--- config.mk ---
export PLATFORM = sky130hd
export DESIGN_NAME = ipfix_sav_rule_extractor_core_flat
export DESIGN_NICKNAME = d
export VERILOG_FILES = /design/src/rtl/core/isre_pkg.sv /design/src/rtl/core/isre_in_if.sv /design/src/rtl/core/isre_out_if.sv /design/src/rtl/core/isre_parser.sv /design/src/rtl/core/isre_fifo.sv /design/src/rtl/core/isre_out_stage.sv /design/src/rtl/core/ipfix_sav_rule_extractor_core.sv /design/src/flat_wrapper.sv
export SDC_FILE = /design/constraint.sdc
export NUM_CORES = 2
export LEC_CHECK = 0
export BUFFER_PORTS_ARGS = -buffer_cell sky130_fd_sc_hd__buf_2
export CORE_MARGIN = 10
export CORE_UTILIZATION = 35
export DETAILED_ROUTE_END_ITERATION = 7
export RECOVER_POWER = 50
export SYNTH_ARGS = -nofsm -noshare
export SYNTH_HDL_FRONTEND = slang
export SYNTH_SLANG_ARGS = --single-unit
export TNS_END_PERCENT = 50
--- constraint.sdc ---
create_clock -name i_clk -period 12.5 [get_ports i_clk]
set_input_delay 1.25 -clock i_clk [delete_from_list [all_inputs] [get_ports i_clk]]
set_output_delay 1.25 -clock i_clk [all_outputs]
set_load 0.1 [all_outputs]
--- src/rtl/core/isre_pkg.sv ---
`timescale 1ns / 1ps
package isre_pkg;

    localparam int FIFO_DEPTH = 4;

    localparam logic [15:0] RST_RULE_SET_ID = 16'd256;
    localparam logic [15:0] RST_IPV4_TMPL   = 16'd901;
    localparam logic [15:0] RST_IPV6_TMPL   = 16'd902;
    localparam logic [15:0] PROTO_VERSION   = 16'd10;
    localparam logic [15:0] MSG_HDR_LEN     = 16'd16;
    localparam logic [15:0] TEMPLATE_SET_ID = 16'd2;
    localparam logic [4:0]  E4_LAST         = 5'd8;
    localparam logic [4:0]  E6_LAST         = 5'd20;
    localparam logic [16:0] E4_BYTES        = 17'd9;
    localparam logic [16:0] E6_BYTES        = 17'd21;

    localparam logic [1:0] CFG_RULE_SET_ID = 2'd0;
    localparam logic [1:0] CFG_IPV4_TMPL   = 2'd1;
    localparam logic [1:0] CFG_IPV6_TMPL   = 2'd2;

    typedef enum logic [3:0] {
        PH_MHDR   = 4'd0,
        PH_MSKIP  = 4'd1,
        PH_SHDR   = 4'd2,
        PH_SSKIP  = 4'd3,
        PH_RHDR   = 4'd4,
        PH_POLICY = 4'd5,
        PH_LHDR   = 4'd6,
        PH_LSKIP  = 4'd7,
        PH_E4     = 4'd8,
        PH_E6     = 4'd9
    } t_phase;

    typedef enum logic [2:0] {
        EV_RULE        = 3'd0,
        EV_BAD_VERSION = 3'd1,
        EV_BAD_MSG_LEN = 3'd2,
        EV_BAD_SET_LEN = 3'd3,
        EV_TRUNC_REC   = 3'd4,
        EV_BAD_LIST    = 3'd5
    } t_event;

    typedef struct packed {
        logic [2:0]  event_res;
        logic [31:0] interface_id;
        logic [31:0] ipv4_prefix;
        logic [7:0]  prefix_length;
        logic [7:0]  rule_kind;
        logic [7:0]  target_kind;
        logic [31:0] rules_decoded;
    } t_result;

    typedef struct packed {
        logic [15:0] rule_set_id;
        logic [15:0] ipv4_list_template;
        logic [15:0] ipv6_list_template;
    } t_cfg;

endpackage

--- src/rtl/core/isre_in_if.sv ---
`timescale 1ns / 1ps
interface isre_in_if;
    logic       valid;
    logic       ready;
    logic [7:0] data_byte;
    logic       stream_start;
    modport source (output valid, output data_byte, output stream_start, input ready);
    modport sink (input valid, input data_byte, input stream_start, output ready);
endinterface

--- src/rtl/core/isre_out_if.sv ---
`timescale 1ns / 1ps
interface isre_out_if;
    logic        valid;
    logic        ready;
    logic [2:0]  event_res;
    logic [31:0] interface_id;
    logic [31:0] ipv4_prefix;
    logic [7:0]  prefix_length;
    logic [7:0]  rule_kind;
    logic [7:0]  target_kind;
    logic [31:0] rules_decoded;
    modport source (output valid, output event_res, output interface_id, output ipv4_prefix,
                    output prefix_length, output rule_kind, output target_kind,
                    output rules_decoded, input ready);
    modport sink (input valid, input event_res, input interface_id, input ipv4_prefix,
                  input prefix_length, input rule_kind, input target_kind,
                  input rules_decoded, output ready);
endinterface

--- src/rtl/core/isre_parser.sv ---
`timescale 1ns / 1ps
module isre_parser (
    input  logic              i_clk,
    input  logic              i_rst_n,
    input  logic              i_accept,
    input  logic [7:0]        i_byte,
    input  logic              i_start,
    input  isre_pkg::t_cfg    i_cfg,
    output logic              o_push,
    output isre_pkg::t_result o_result
);

    isre_pkg::t_phase r_phase, n_phase, c_phase;
    logic        r_halted, n_halted, c_halted;
    logic [15:0] r_mo, n_mo, c_mo;
    logic [15:0] r_ml, n_ml, c_ml;
    logic [15:0] r_so, n_so, c_so;
    logic [15:0] r_sl, n_sl, c_sl;
    logic [15:0] r_ll, n_ll, c_ll;
    logic [15:0] r_lo, n_lo, c_lo;
    logic [31:0] r_hs, n_hs, c_hs;
    logic [63:0] r_es, n_es, c_es;
    logic [7:0]  r_rk, n_rk, c_rk;
    logic [7:0]  r_tk, n_tk, c_tk;
    logic [31:0] r_cnt, n_cnt, c_cnt;
    logic [4:0]  r_ii, n_ii, c_ii;

    logic [31:0] hs_sh;
    logic [16:0] diff;
    logic [17:0] lhs;
    logic [17:0] rhs;
    logic        ent_short;

    always_comb begin
        c_phase  = i_start ? isre_pkg::PH_MHDR : r_phase;
        c_halted = i_start ? 1'b0 : r_halted;
        c_mo     = i_start ? 16'd0 : r_mo;
        c_ml     = i_start ? 16'd0 : r_ml;
        c_so     = i_start ? 16'd0 : r_so;
        c_sl     = i_start ? 16'd0 : r_sl;
        c_ll     = i_start ? 16'd0 : r_ll;
        c_lo     = i_start ? 16'd0 : r_lo;
        c_hs     = i_start ? 32'd0 : r_hs;
        c_es     = i_start ? 64'd0 : r_es;
        c_rk     = i_start ? 8'd0 : r_rk;
        c_tk     = i_start ? 8'd0 : r_tk;
        c_cnt    = i_start ? 32'd0 : r_cnt;
        c_ii     = i_start ? 5'd0 : r_ii;

        n_phase = c_phase; n_halted = c_halted; n_mo = c_mo; n_ml = c_ml;
        n_so = c_so; n_sl = c_sl; n_ll = c_ll; n_lo = c_lo; n_hs = c_hs;
        n_es = c_es; n_rk = c_rk; n_tk = c_tk; n_cnt = c_cnt; n_ii = c_ii;
        o_push = 1'b0;
        o_result = '0;
        hs_sh = {c_hs[23:0], i_byte};
        diff = '0;
        lhs = '0;
        rhs = '0;
        ent_short = 1'b0;

        if (!c_halted) begin
            n_mo = c_mo + 16'd1;
            if (c_phase >= isre_pkg::PH_SHDR) n_so = c_so + 16'd1;
            if (c_phase >= isre_pkg::PH_LHDR) n_lo = c_lo + 16'd1;
            if (c_phase == isre_pkg::PH_RHDR || c_phase >= isre_pkg::PH_E4) n_ii = c_ii + 5'd1;
            diff = {1'b0, c_ll} - {1'b0, n_lo};

            case (c_phase)
                isre_pkg::PH_MHDR: begin
                    n_hs = hs_sh;
                    if (c_mo == 16'd3) begin
                        if (hs_sh[15:0] < isre_pkg::MSG_HDR_LEN) begin
                            n_halted = 1'b1;
                            o_push = 1'b1;
                            o_result.event_res = isre_pkg::EV_BAD_MSG_LEN;
                        end else begin
                            n_ml = hs_sh[15:0];
                            if (hs_sh[31:16] != isre_pkg::PROTO_VERSION) begin
                                n_phase = isre_pkg::PH_MSKIP;
                                o_push = 1'b1;
                                o_result.event_res = isre_pkg::EV_BAD_VERSION;
                            end
                        end
                    end
                end
                isre_pkg::PH_SHDR: begin
                    n_hs = hs_sh;
                    if (c_so == 16'd3) begin
                        lhs = {2'b0, hs_sh[15:0]} + {2'b0, c_mo};
                        rhs = {2'b0, c_ml} + 18'd3;
                        if (hs_sh[15:0] < 16'd4 || lhs > rhs) begin
                            n_phase = isre_pkg::PH_MSKIP;
                            o_push = 1'b1;
                            o_result.event_res = isre_pkg::EV_BAD_SET_LEN;
                        end else begin
                            n_sl = hs_sh[15:0];
                            if (hs_sh[31:16] != isre_pkg::TEMPLATE_SET_ID
                                && hs_sh[31:16] == i_cfg.rule_set_id) begin
                                diff = {1'b0, hs_sh[15:0]} - {1'b0, n_so};
                                if (!diff[16] && diff[15:0] < 16'd4) begin
                                    n_phase = isre_pkg::PH_SSKIP;
                                end else begin
                                    n_phase = isre_pkg::PH_RHDR;
                                    n_ii = 5'd0;
                                    n_hs = '0;
                                end
                            end else begin
                                n_phase = isre_pkg::PH_SSKIP;
                            end
                        end
                    end
                end
                isre_pkg::PH_RHDR: begin
                    n_hs = hs_sh;
                    if (c_ii == 5'd3) begin
                        n_rk = hs_sh[31:24];
                        n_tk = hs_sh[23:16];
                        lhs = {2'b0, n_so} + {2'b0, hs_sh[15:0]} + 18'd1;
                        if (lhs > {2'b0, c_sl}) begin
                            n_phase = isre_pkg::PH_SSKIP;
                            o_push = 1'b1;
                            o_result.event_res = isre_pkg::EV_TRUNC_REC;
                            o_result.rule_kind = hs_sh[31:24];
                            o_result.target_kind = hs_sh[23:16];
                        end else begin
                            n_ll = hs_sh[15:0];
                            n_lo = 16'd0;
                            if (hs_sh[15:0] == 16'd0) begin
                                n_phase = isre_pkg::PH_POLICY;
                            end else if (hs_sh[15:0] < 16'd3) begin
                                n_phase = isre_pkg::PH_LSKIP;
                                o_push = 1'b1;
                                o_result.event_res = isre_pkg::EV_BAD_LIST;
                                o_result.rule_kind = hs_sh[31:24];
                                o_result.target_kind = hs_sh[23:16];
                            end else begin
                                n_phase = isre_pkg::PH_LHDR;
                                n_hs = '0;
                            end
                        end
                    end
                end
                isre_pkg::PH_POLICY: begin
                    diff = {1'b0, c_sl} - {1'b0, n_so};
                    if (!diff[16] && diff[15:0] < 16'd4) begin
                        n_phase = isre_pkg::PH_SSKIP;
                    end else begin
                        n_phase = isre_pkg::PH_RHDR;
                        n_ii = 5'd0;
                        n_hs = '0;
                    end
                end
                isre_pkg::PH_LHDR: begin
                    n_hs = hs_sh;
                    if (c_lo == 16'd2) begin
                        if (hs_sh[15:0] == i_cfg.ipv4_list_template) begin
                            ent_short = !diff[16] && {1'b0, diff[15:0]} < isre_pkg::E4_BYTES;
                            n_phase = ent_short ? isre_pkg::PH_LSKIP : isre_pkg::PH_E4;
                            if (!ent_short) begin n_ii = 5'd0; n_es = '0; end
                        end else if (hs_sh[15:0] == i_cfg.ipv6_list_template) begin
                            ent_short = !diff[16] && {1'b0, diff[15:0]} < isre_pkg::E6_BYTES;
                            n_phase = ent_short ? isre_pkg::PH_LSKIP : isre_pkg::PH_E6;
                            if (!ent_short) begin n_ii = 5'd0; n_es = '0; end
                        end else begin
                            n_phase = isre_pkg::PH_LSKIP;
                            o_push = 1'b1;
                            o_result.event_res = isre_pkg::EV_BAD_LIST;
                            o_result.rule_kind = c_rk;
                            o_result.target_kind = c_tk;
                        end
                    end
                end
                isre_pkg::PH_E4: begin
                    if (c_ii < isre_pkg::E4_LAST) begin
                        n_es = {c_es[55:0], i_byte};
                    end else begin
                        if (c_cnt != 32'hFFFF_FFFF) n_cnt = c_cnt + 32'd1;
                        o_push = 1'b1;
                        o_result.event_res = isre_pkg::EV_RULE;
                        o_result.interface_id = c_es[63:32];
                        o_result.ipv4_prefix = c_es[31:0];
                        o_result.prefix_length = i_byte;
                        o_result.rule_kind = c_rk;
                        o_result.target_kind = c_tk;
                        ent_short = !diff[16] && {1'b0, diff[15:0]} < isre_pkg::E4_BYTES;
                        n_phase = ent_short ? isre_pkg::PH_LSKIP : isre_pkg::PH_E4;
                        if (!ent_short) begin n_ii = 5'd0; n_es = '0; end
                    end
                end
                isre_pkg::PH_E6: begin
                    if (c_ii >= isre_pkg::E6_LAST) begin
                        ent_short = !diff[16] && {1'b0, diff[15:0]} < isre_pkg::E6_BYTES;
                        n_phase = ent_short ? isre_pkg::PH_LSKIP : isre_pkg::PH_E6;
                        if (!ent_short) begin n_ii = 5'd0; n_es = '0; end
                    end
                end
                default: begin
                end
            endcase

            o_result.rules_decoded = n_cnt;

            if (n_mo >= isre_pkg::MSG_HDR_LEN && n_mo == n_ml && !n_halted) begin
                n_phase = isre_pkg::PH_MHDR;
                n_mo = 16'd0;
                n_hs = '0;
            end else if ((n_phase == isre_pkg::PH_MHDR && n_mo == isre_pkg::MSG_HDR_LEN)
                         || (n_phase >= isre_pkg::PH_SSKIP && n_so == n_sl)) begin
                diff = {1'b0, n_ml} - {1'b0, n_mo};
                if (!diff[16] && diff[15:0] < 16'd4) begin
                    n_phase = isre_pkg::PH_MSKIP;
                end else begin
                    n_phase = isre_pkg::PH_SHDR;
                    n_so = 16'd0;
                    n_hs = '0;
                end
            end else if (n_phase >= isre_pkg::PH_LHDR && n_lo == n_ll) begin
                n_phase = isre_pkg::PH_POLICY;
            end
        end
    end

    always_ff @(posedge i_clk) begin
        if (!i_rst_n) begin
            r_phase <= isre_pkg::PH_MHDR;
            r_halted <= 1'b0;
            r_mo <= '0; r_ml <= '0; r_so <= '0; r_sl <= '0;
            r_ll <= '0; r_lo <= '0; r_hs <= '0; r_es <= '0;
            r_rk <= '0; r_tk <= '0; r_cnt <= '0; r_ii <= '0;
        end else if (i_accept) begin
            r_phase <= n_phase;
            r_halted <= n_halted;
            r_mo <= n_mo; r_ml <= n_ml; r_so <= n_so; r_sl <= n_sl;
            r_ll <= n_ll; r_lo <= n_lo; r_hs <= n_hs; r_es <= n_es;
            r_rk <= n_rk; r_tk <= n_tk; r_cnt <= n_cnt; r_ii <= n_ii;
        end
    end

endmodule

--- src/rtl/core/isre_fifo.sv ---
`timescale 1ns / 1ps
module isre_fifo #(
    parameter int DEPTH = isre_pkg::FIFO_DEPTH
) (
    input  logic              i_clk,
    input  logic              i_rst_n,
    input  logic              i_push,
    input  isre_pkg::t_result i_data,
    input  logic              i_pop,
    output logic              o_full,
    output logic              o_empty,
    output isre_pkg::t_result o_data
);

    localparam int AW = (DEPTH > 1) ? $clog2(DEPTH) : 1;
    localparam int CW = $clog2(DEPTH + 1);

    isre_pkg::t_result r_mem [DEPTH];
    logic [AW-1:0] r_wr, r_rd;
    logic [CW-1:0] r_cnt;

    assign o_full  = (r_cnt == CW'(DEPTH));
    assign o_empty = (r_cnt == '0);
    assign o_data  = r_mem[r_rd];

    always_ff @(posedge i_clk) begin
        if (i_push) r_mem[r_wr] <= i_data;
    end

    always_ff @(posedge i_clk) begin
        if (!i_rst_n) begin
            r_wr <= '0;
            r_rd <= '0;
            r_cnt <= '0;
        end else begin
            if (i_push) r_wr <= (r_wr == AW'(DEPTH - 1)) ? '0 : r_wr + AW'(1);
            if (i_pop) r_rd <= (r_rd == AW'(DEPTH - 1)) ? '0 : r_rd + AW'(1);
            if (i_push && !i_pop) r_cnt <= r_cnt + CW'(1);
            else if (!i_push && i_pop) r_cnt <= r_cnt - CW'(1);
        end
    end

endmodule

--- src/rtl/core/isre_out_stage.sv ---
`timescale 1ns / 1ps
module isre_out_stage (
    input  logic              i_clk,
    input  logic              i_rst_n,
    input  logic              i_empty,
    input  isre_pkg::t_result i_data,
    output logic              o_pop,
    isre_out_if.source        o_res
);

    logic r_valid;
    isre_pkg::t_result r_data;

    assign o_pop = !i_empty && (!r_valid || o_res.ready);

    always_ff @(posedge i_clk) begin
        if (!i_rst_n) begin
            r_valid <= 1'b0;
        end else if (!r_valid || o_res.ready) begin
            r_valid <= !i_empty;
        end
    end

    always_ff @(posedge i_clk) begin
        if (o_pop) r_data <= i_data;
    end

    assign o_res.valid         = r_valid;
    assign o_res.event_res     = r_data.event_res;
    assign o_res.interface_id  = r_data.interface_id;
    assign o_res.ipv4_prefix   = r_data.ipv4_prefix;
    assign o_res.prefix_length = r_data.prefix_length;
    assign o_res.rule_kind     = r_data.rule_kind;
    assign o_res.target_kind   = r_data.target_kind;
    assign o_res.rules_decoded = r_data.rules_decoded;

endmodule

--- src/rtl/core/ipfix_sav_rule_extractor_core.sv ---
`timescale 1ns / 1ps
// parses an ipfix-over-tcp byte stream at one byte per clock and reports one
// result per extracted ipv4 rule or detected error; the byte parser accepts a
// byte every cycle while its result queue has room, and an output register
// delivers queued results, so a result passes the queue, then that register;
// only a stalled output side slows the input, once the queue fills
module ipfix_sav_rule_extractor_core #(
    parameter int FIFO_DEPTH = isre_pkg::FIFO_DEPTH
) (
    input  logic        i_clk,
    input  logic        i_rst_n,
    isre_in_if.sink     i_req,
    isre_out_if.source  o_res,
    input  logic        i_cfg_we,
    input  logic [1:0]  i_cfg_idx,
    input  logic [15:0] i_cfg_data
);

    isre_pkg::t_cfg    r_cfg;
    isre_pkg::t_result push_data, head_data;
    logic accept, push, pop, full, empty;

    always_ff @(posedge i_clk) begin
        if (!i_rst_n) begin
            r_cfg.rule_set_id        <= isre_pkg::RST_RULE_SET_ID;
            r_cfg.ipv4_list_template <= isre_pkg::RST_IPV4_TMPL;
            r_cfg.ipv6_list_template <= isre_pkg::RST_IPV6_TMPL;
        end else if (i_cfg_we) begin
            case (i_cfg_idx)
                isre_pkg::CFG_RULE_SET_ID: r_cfg.rule_set_id <= i_cfg_data;
                isre_pkg::CFG_IPV4_TMPL:   r_cfg.ipv4_list_template <= i_cfg_data;
                isre_pkg::CFG_IPV6_TMPL:   r_cfg.ipv6_list_template <= i_cfg_data;
                default: begin
                end
            endcase
        end
    end

    assign i_req.ready = !full;
    assign accept = i_req.valid && !full;

    isre_parser u_parser (
        .i_clk    (i_clk),
        .i_rst_n  (i_rst_n),
        .i_accept (accept),
        .i_byte   (i_req.data_byte),
        .i_start  (i_req.stream_start),
        .i_cfg    (r_cfg),
        .o_push   (push),
        .o_result (push_data)
    );

    isre_fifo #(.DEPTH(FIFO_DEPTH)) u_fifo (
        .i_clk   (i_clk),
        .i_rst_n (i_rst_n),
        .i_push  (push && accept),
        .i_data  (push_data),
        .i_pop   (pop),
        .o_full  (full),
        .o_empty (empty),
        .o_data  (head_data)
    );

    isre_out_stage u_out (
        .i_clk   (i_clk),
        .i_rst_n (i_rst_n),
        .i_empty (empty),
        .i_data  (head_data),
        .o_pop   (pop),
        .o_res   (o_res)
    );

    a_no_overflow: assert property (@(posedge i_clk) disable iff (!i_rst_n)
        !(push && accept && full))
        else $error("result queue overflow");

    a_rule_counted: assert property (@(posedge i_clk) disable iff (!i_rst_n)
        (o_res.valid && o_res.event_res == isre_pkg::EV_RULE) |-> o_res.rules_decoded != 32'd0)
        else $error("rule reported with zero count");

    a_error_no_entry: assert property (@(posedge i_clk) disable iff (!i_rst_n)
        (o_res.valid && o_res.event_res != isre_pkg::EV_RULE)
        |-> (o_res.interface_id == 32'd0 && o_res.ipv4_prefix == 32'd0))
        else $error("error event carries entry data");

    a_reset_idle: assert property (@(posedge i_clk)
        $past(!i_rst_n) |-> !o_res.valid)
        else $error("output valid right after reset");

endmodule
--- src/flat_wrapper.sv ---
// flat-port wrapper written by rule: the top's interface ports become plain ports
module ipfix_sav_rule_extractor_core_flat 
#(
    parameter int FIFO_DEPTH = isre_pkg::FIFO_DEPTH
)
  (i_clk, i_rst_n, i_cfg_we, i_cfg_idx, i_cfg_data, i_req_valid, i_req_data_byte, i_req_stream_start, i_req_ready, o_res_valid, o_res_event_res, o_res_interface_id, o_res_ipv4_prefix, o_res_prefix_length, o_res_rule_kind, o_res_target_kind, o_res_rules_decoded, o_res_ready);
  isre_in_if i_req_i ();
  isre_out_if o_res_i ();
  input  logic i_clk;
  input  logic i_rst_n;
  input  logic i_cfg_we;
  input  logic [1:0] i_cfg_idx;
  input  logic [15:0] i_cfg_data;
  input wire logic [$bits(i_req_i.valid)-1:0] i_req_valid;
  input wire logic [$bits(i_req_i.data_byte)-1:0] i_req_data_byte;
  input wire logic [$bits(i_req_i.stream_start)-1:0] i_req_stream_start;
  output wire logic [$bits(i_req_i.ready)-1:0] i_req_ready;
  output wire logic [$bits(o_res_i.valid)-1:0] o_res_valid;
  output wire logic [$bits(o_res_i.event_res)-1:0] o_res_event_res;
  output wire logic [$bits(o_res_i.interface_id)-1:0] o_res_interface_id;
  output wire logic [$bits(o_res_i.ipv4_prefix)-1:0] o_res_ipv4_prefix;
  output wire logic [$bits(o_res_i.prefix_length)-1:0] o_res_prefix_length;
  output wire logic [$bits(o_res_i.rule_kind)-1:0] o_res_rule_kind;
  output wire logic [$bits(o_res_i.target_kind)-1:0] o_res_target_kind;
  output wire logic [$bits(o_res_i.rules_decoded)-1:0] o_res_rules_decoded;
  input wire logic [$bits(o_res_i.ready)-1:0] o_res_ready;
  assign i_req_i.valid = i_req_valid;
  assign i_req_i.data_byte = i_req_data_byte;
  assign i_req_i.stream_start = i_req_stream_start;
  assign i_req_ready = i_req_i.ready;
  assign o_res_valid = o_res_i.valid;
  assign o_res_event_res = o_res_i.event_res;
  assign o_res_interface_id = o_res_i.interface_id;
  assign o_res_ipv4_prefix = o_res_i.ipv4_prefix;
  assign o_res_prefix_length = o_res_i.prefix_length;
  assign o_res_rule_kind = o_res_i.rule_kind;
  assign o_res_target_kind = o_res_i.target_kind;
  assign o_res_rules_decoded = o_res_i.rules_decoded;
  assign o_res_i.ready = o_res_ready;
  ipfix_sav_rule_extractor_core #(.FIFO_DEPTH(FIFO_DEPTH)) u_core (.i_clk(i_clk), .i_rst_n(i_rst_n), .i_req(i_req_i), .o_res(o_res_i), .i_cfg_we(i_cfg_we), .i_cfg_idx(i_cfg_idx), .i_cfg_data(i_cfg_data));
endmodule
==> flow_summary.toml <==
[worst_setup_path]
cpPeakStageDelay_ns = 2.33
critical_path.top_delay_family = "buffers and inverters"
cp.arrival_ns = 11.28
r2r_start = "u_core.u_parser.r_phase[1]$_SDFFE_PN0P_"
rr_worst_depth = 29
crit_end = "u_core.u_parser.r_so[7]$_SDFFE_PN0P_"
crit_path_end_kind = "flip-flop"
cp_max_fo = 83
timing.rr.end = "u_core.u_fifo.r_mem[2][43]$_DFFE_PP_"
slowest_stage = "clkbuf_1"
r2r_setup_slack_ns = 2.71
crit_chain = "buf_6, buf_4, clkbuf_1, nor2b_1, ha_1, and4_1, and3_1, xor2_1, nand2_1, ha_1, and3_1, and3_1, a211o_1, or3_1, a221oi_1, nand4_1, nor2_1, a31o_2, a32oi_1, or2_1, o32ai_4, nand2_4, a32o_1"
cp.depth = 23
cp.buffers_inverters = 3
cp-start-kind = "input port"
crit_required_ns = 13.08
cp-startpoint = "i_req_stream_start"
crit_top_cell = "and3_1"
crit_type = "in -> reg"

[final_layout]
layout_commonest_cell = "edfxtp_1"
final_cells = 5752
diodes = 0
multi_input_area_um2 = 18900
fin_nets = 4186
synthToLayoutAreaGrowth_pct = 11.9
final_cell_mix = "edfxtp_1, nor2_1, nand2_1, dfxtp_1, a21oi_1"
layout-drive-gt1-share_pct = 10.2
fillCellCount = 12202
seq_area_um2 = 24400

[clock_network]
cts_max_path_buffers = 3
insertion_delay_ns = 0.71
cts_buffers = 92
cts.sinks = 913
cts_resized = 0
cts_hold_buf = 0
cts_tree = "done"
cts_root_buf = "clkbuf_16"
post-cts-setup-buffers = 0
clk_pin_slew_worst_paths_ns = 0.06
h-tree-depth = 3

[routing]
met2WireLength_um = 58300
drc = 0
ant_nets = 0
wl_um = 124000
vias = 31929
via_per_inst = 5.55
wl_per_cell_um = 21.5
wl_met1_um = 54500
first_pass_iters = 6
top_layer = "met5"
dr_wl_met3_um = 7620
drt_iter0_drc = 2781

[grt]
grt_max_degree = 119
grt_pass1_wl_um = 188000
track_usage_pct = 16.8
grt_pass1_vias = 30435
overflow = 0
antenna_found_initial = 5

[timing]
setup_viol = 0
finalHoldViolCount = 0
period_share_pct = 85.6
fin_worst_skew_ns = 0.0372
slew_violations = 651
fmax_ghz = 0.0935
slew_headroom_pct = -227
tightest_slew_ns = 4.87
final.setup.tns_ns = 0
rsz0062_at_grt = "false"
fin_crit_ns = 10.70

[die]
core_area_um2 = 127000
start_util_pct = 35.1
chipHeight_um = 377
row_count = 131
die_area_um2 = 142000
io_pins = 157
die_w_um = 377

[pwr]
p_per_area_nw_per_um2 = 180
power_mw = 9.00
leakage_nw = 16.6
vdd.ir_drop.worst_mv = 0.140

[synth]
ys_types = 98
netlist_instances = 3938
ys_seq_elements = 913
syn_avg_cell_area_um2 = 11.3
ys_seq_area_share_pct = 54.7
synthTopCellsByArea = "edfxtp_1, dfxtp_1, mux4_2"
synth_area_um2 = 44700
synth_top_area_cell = "edfxtp_1"
netlist.area_leader.share_pct = 41.4
synth_warnings = 0
synth-async-reset-ratio_pct = 0
synth_nets = 4114
synth_ff_type = "edfxtp_1"
synth_edf_count = 615

[placement]
place_inst = 5578
gp_congestion = 0.913
hpwl_um = 83600
io_buffers = 156

[worst_hold_path]
min_path_type = "reg -> reg"

[flow_run]
max_cap_violations = 10

[outcome]
violations = "capacitance limit, slew limit"
status = "finished with violations"
-- how the worst min path moves through the flow --
stage / from / to / slack, ns / cells past startpoint
2_1_floorplan: u_core.r_cfg[29]$_SDFFE_PN0P_ / u_core.r_cfg[29]$_SDFFE_PN0P_ / 0.44 / 2
3_3_place_gp: u_core.r_cfg[29]$_SDFFE_PN0P_ / u_core.r_cfg[29]$_SDFFE_PN0P_ / 0.44 / 2
3_5_place_dp: u_core.r_cfg[29]$_SDFFE_PN0P_ / u_core.r_cfg[29]$_SDFFE_PN0P_ / 0.46 / 2
4_1_cts: u_core.r_cfg[29]$_SDFFE_PN0P_ / u_core.r_cfg[29]$_SDFFE_PN0P_ / 0.47 / 2
5_1_grt: u_core.r_cfg[15]$_SDFFE_PN0P_ / u_core.r_cfg[15]$_SDFFE_PN0P_ / 0.49 / 2
6_report: u_core.r_cfg[29]$_SDFFE_PN0P_ / u_core.r_cfg[29]$_SDFFE_PN0P_ / 0.46 / 2
-- layer usage --
metal | up-vias | track usage, %
met3 | 195 | 2.49
met2 | 1062 | 27.4
met5 | - | 0
li1 | 14859 | -
met1 | 15809 | 23.0
met4 | 4 | 5.17
-- where the power goes --
part	switching (mW)	internal [mW]	leakage [nW]
Sequential	0.154	3.54	7.81
Clock	1.22	1.53	1.49
Combinational	2.10	0.458	7.26
-- cells in the mapped netlist, types with 18 or more instances --
| cell | count |
|---|---|
| ha_1 | 140 |
| a32o_1 | 20 |
| a21o_1 | 23 |
| edfxtp_1 | 615 |
| xor2_1 | 62 |
| inv_1 | 116 |
| a211oi_1 | 18 |
| nand2b_1 | 34 |
| nand2_1 | 327 |
| a21oi_1 | 186 |
| nand3_1 | 87 |
| mux4_2 | 123 |
| nor4_1 | 33 |
| or3_1 | 25 |
| nand4_1 | 48 |
| a22oi_1 | 145 |
| o21a_1 | 19 |
| dfxtp_1 | 298 |
| a22o_1 | 20 |
| nor2_1 | 444 |
| nor3_1 | 101 |
| clkbuf_1 | 190 |
| o211ai_1 | 26 |
| and3_1 | 31 |
| nor2b_1 | 75 |
| or2_2 | 21 |
| and2_1 | 95 |
| o21ai_0 | 117 |
| buf_1 | 27 |
| xnor2_1 | 98 |
| a31oi_1 | 40 |
| mux2i_1 | 31 |
-- area by class of cell --
| cell class | count | area share, % |
|---|---|---|
| Clock buffer | 133 | 5.28 |
| Clock inverter | 41 | 0.826 |
| Inverter | 117 | 0.881 |
| Multi-Input combinational cell | 2678 | 37.9 |
| Sequential cell | 913 | 48.9 |
| Tap cell | 1662 | 4.16 |
| Timing Repair Buffer | 208 | 2.07 |
-- sequential cells by signal (all words and copies together), names as in the netlist, 24 cells and up --
signal and cells:
u_core.r_cfg 48, u_core.u_fifo.r_mem 492, u_core.u_out.o_res.interface_id 32, u_core.u_out.o_res.ipv4_prefix 32, u_core.u_out.o_res.rules_decoded 32, u_core.u_parser.r_cnt 32
u_core.u_parser.r_es 64, u_core.u_parser.r_hs 24
-- cells by family after synthesis --
kind of cell | count (synthesis) | share of synthesized area, %
buffers and inverters | 347 | 3.00
multiplexers | 170 | 7.30
flip-flops | 913 | 54.7
adder cells (fa/ha/maj) | 144 | 4.10
AND/OR/NAND/NOR | 1411 | 15.4
XOR/XNOR | 160 | 3.14
AO/OA/AOI/OAI | 793 | 12.3
-- tightest hold or removal path, cell delays in order (launching register included) --
cell	delay (ns)
dfxtp_1	0.31
nand2_1	0.05
a21oi_1	0.05
-- through the flow --
step / hold slack [ns] / cell area [um^2] / utilization, % / setup slack, ns
floorplan: 0.436 / 44700 / - / -0.337
global placement: 0.442 / 47100 / 37.1 / 1.86
detailed placement: 0.457 / 47100 / 37.1 / 1.72
CTS: 0.465 / 50200 / 39.5 / 2.39
global route: 0.489 / 50000 / 39.3 / 1.15
finish: 0.463 / 50000 / 39.3 / 1.80
(Power assumes the default switching activity.)
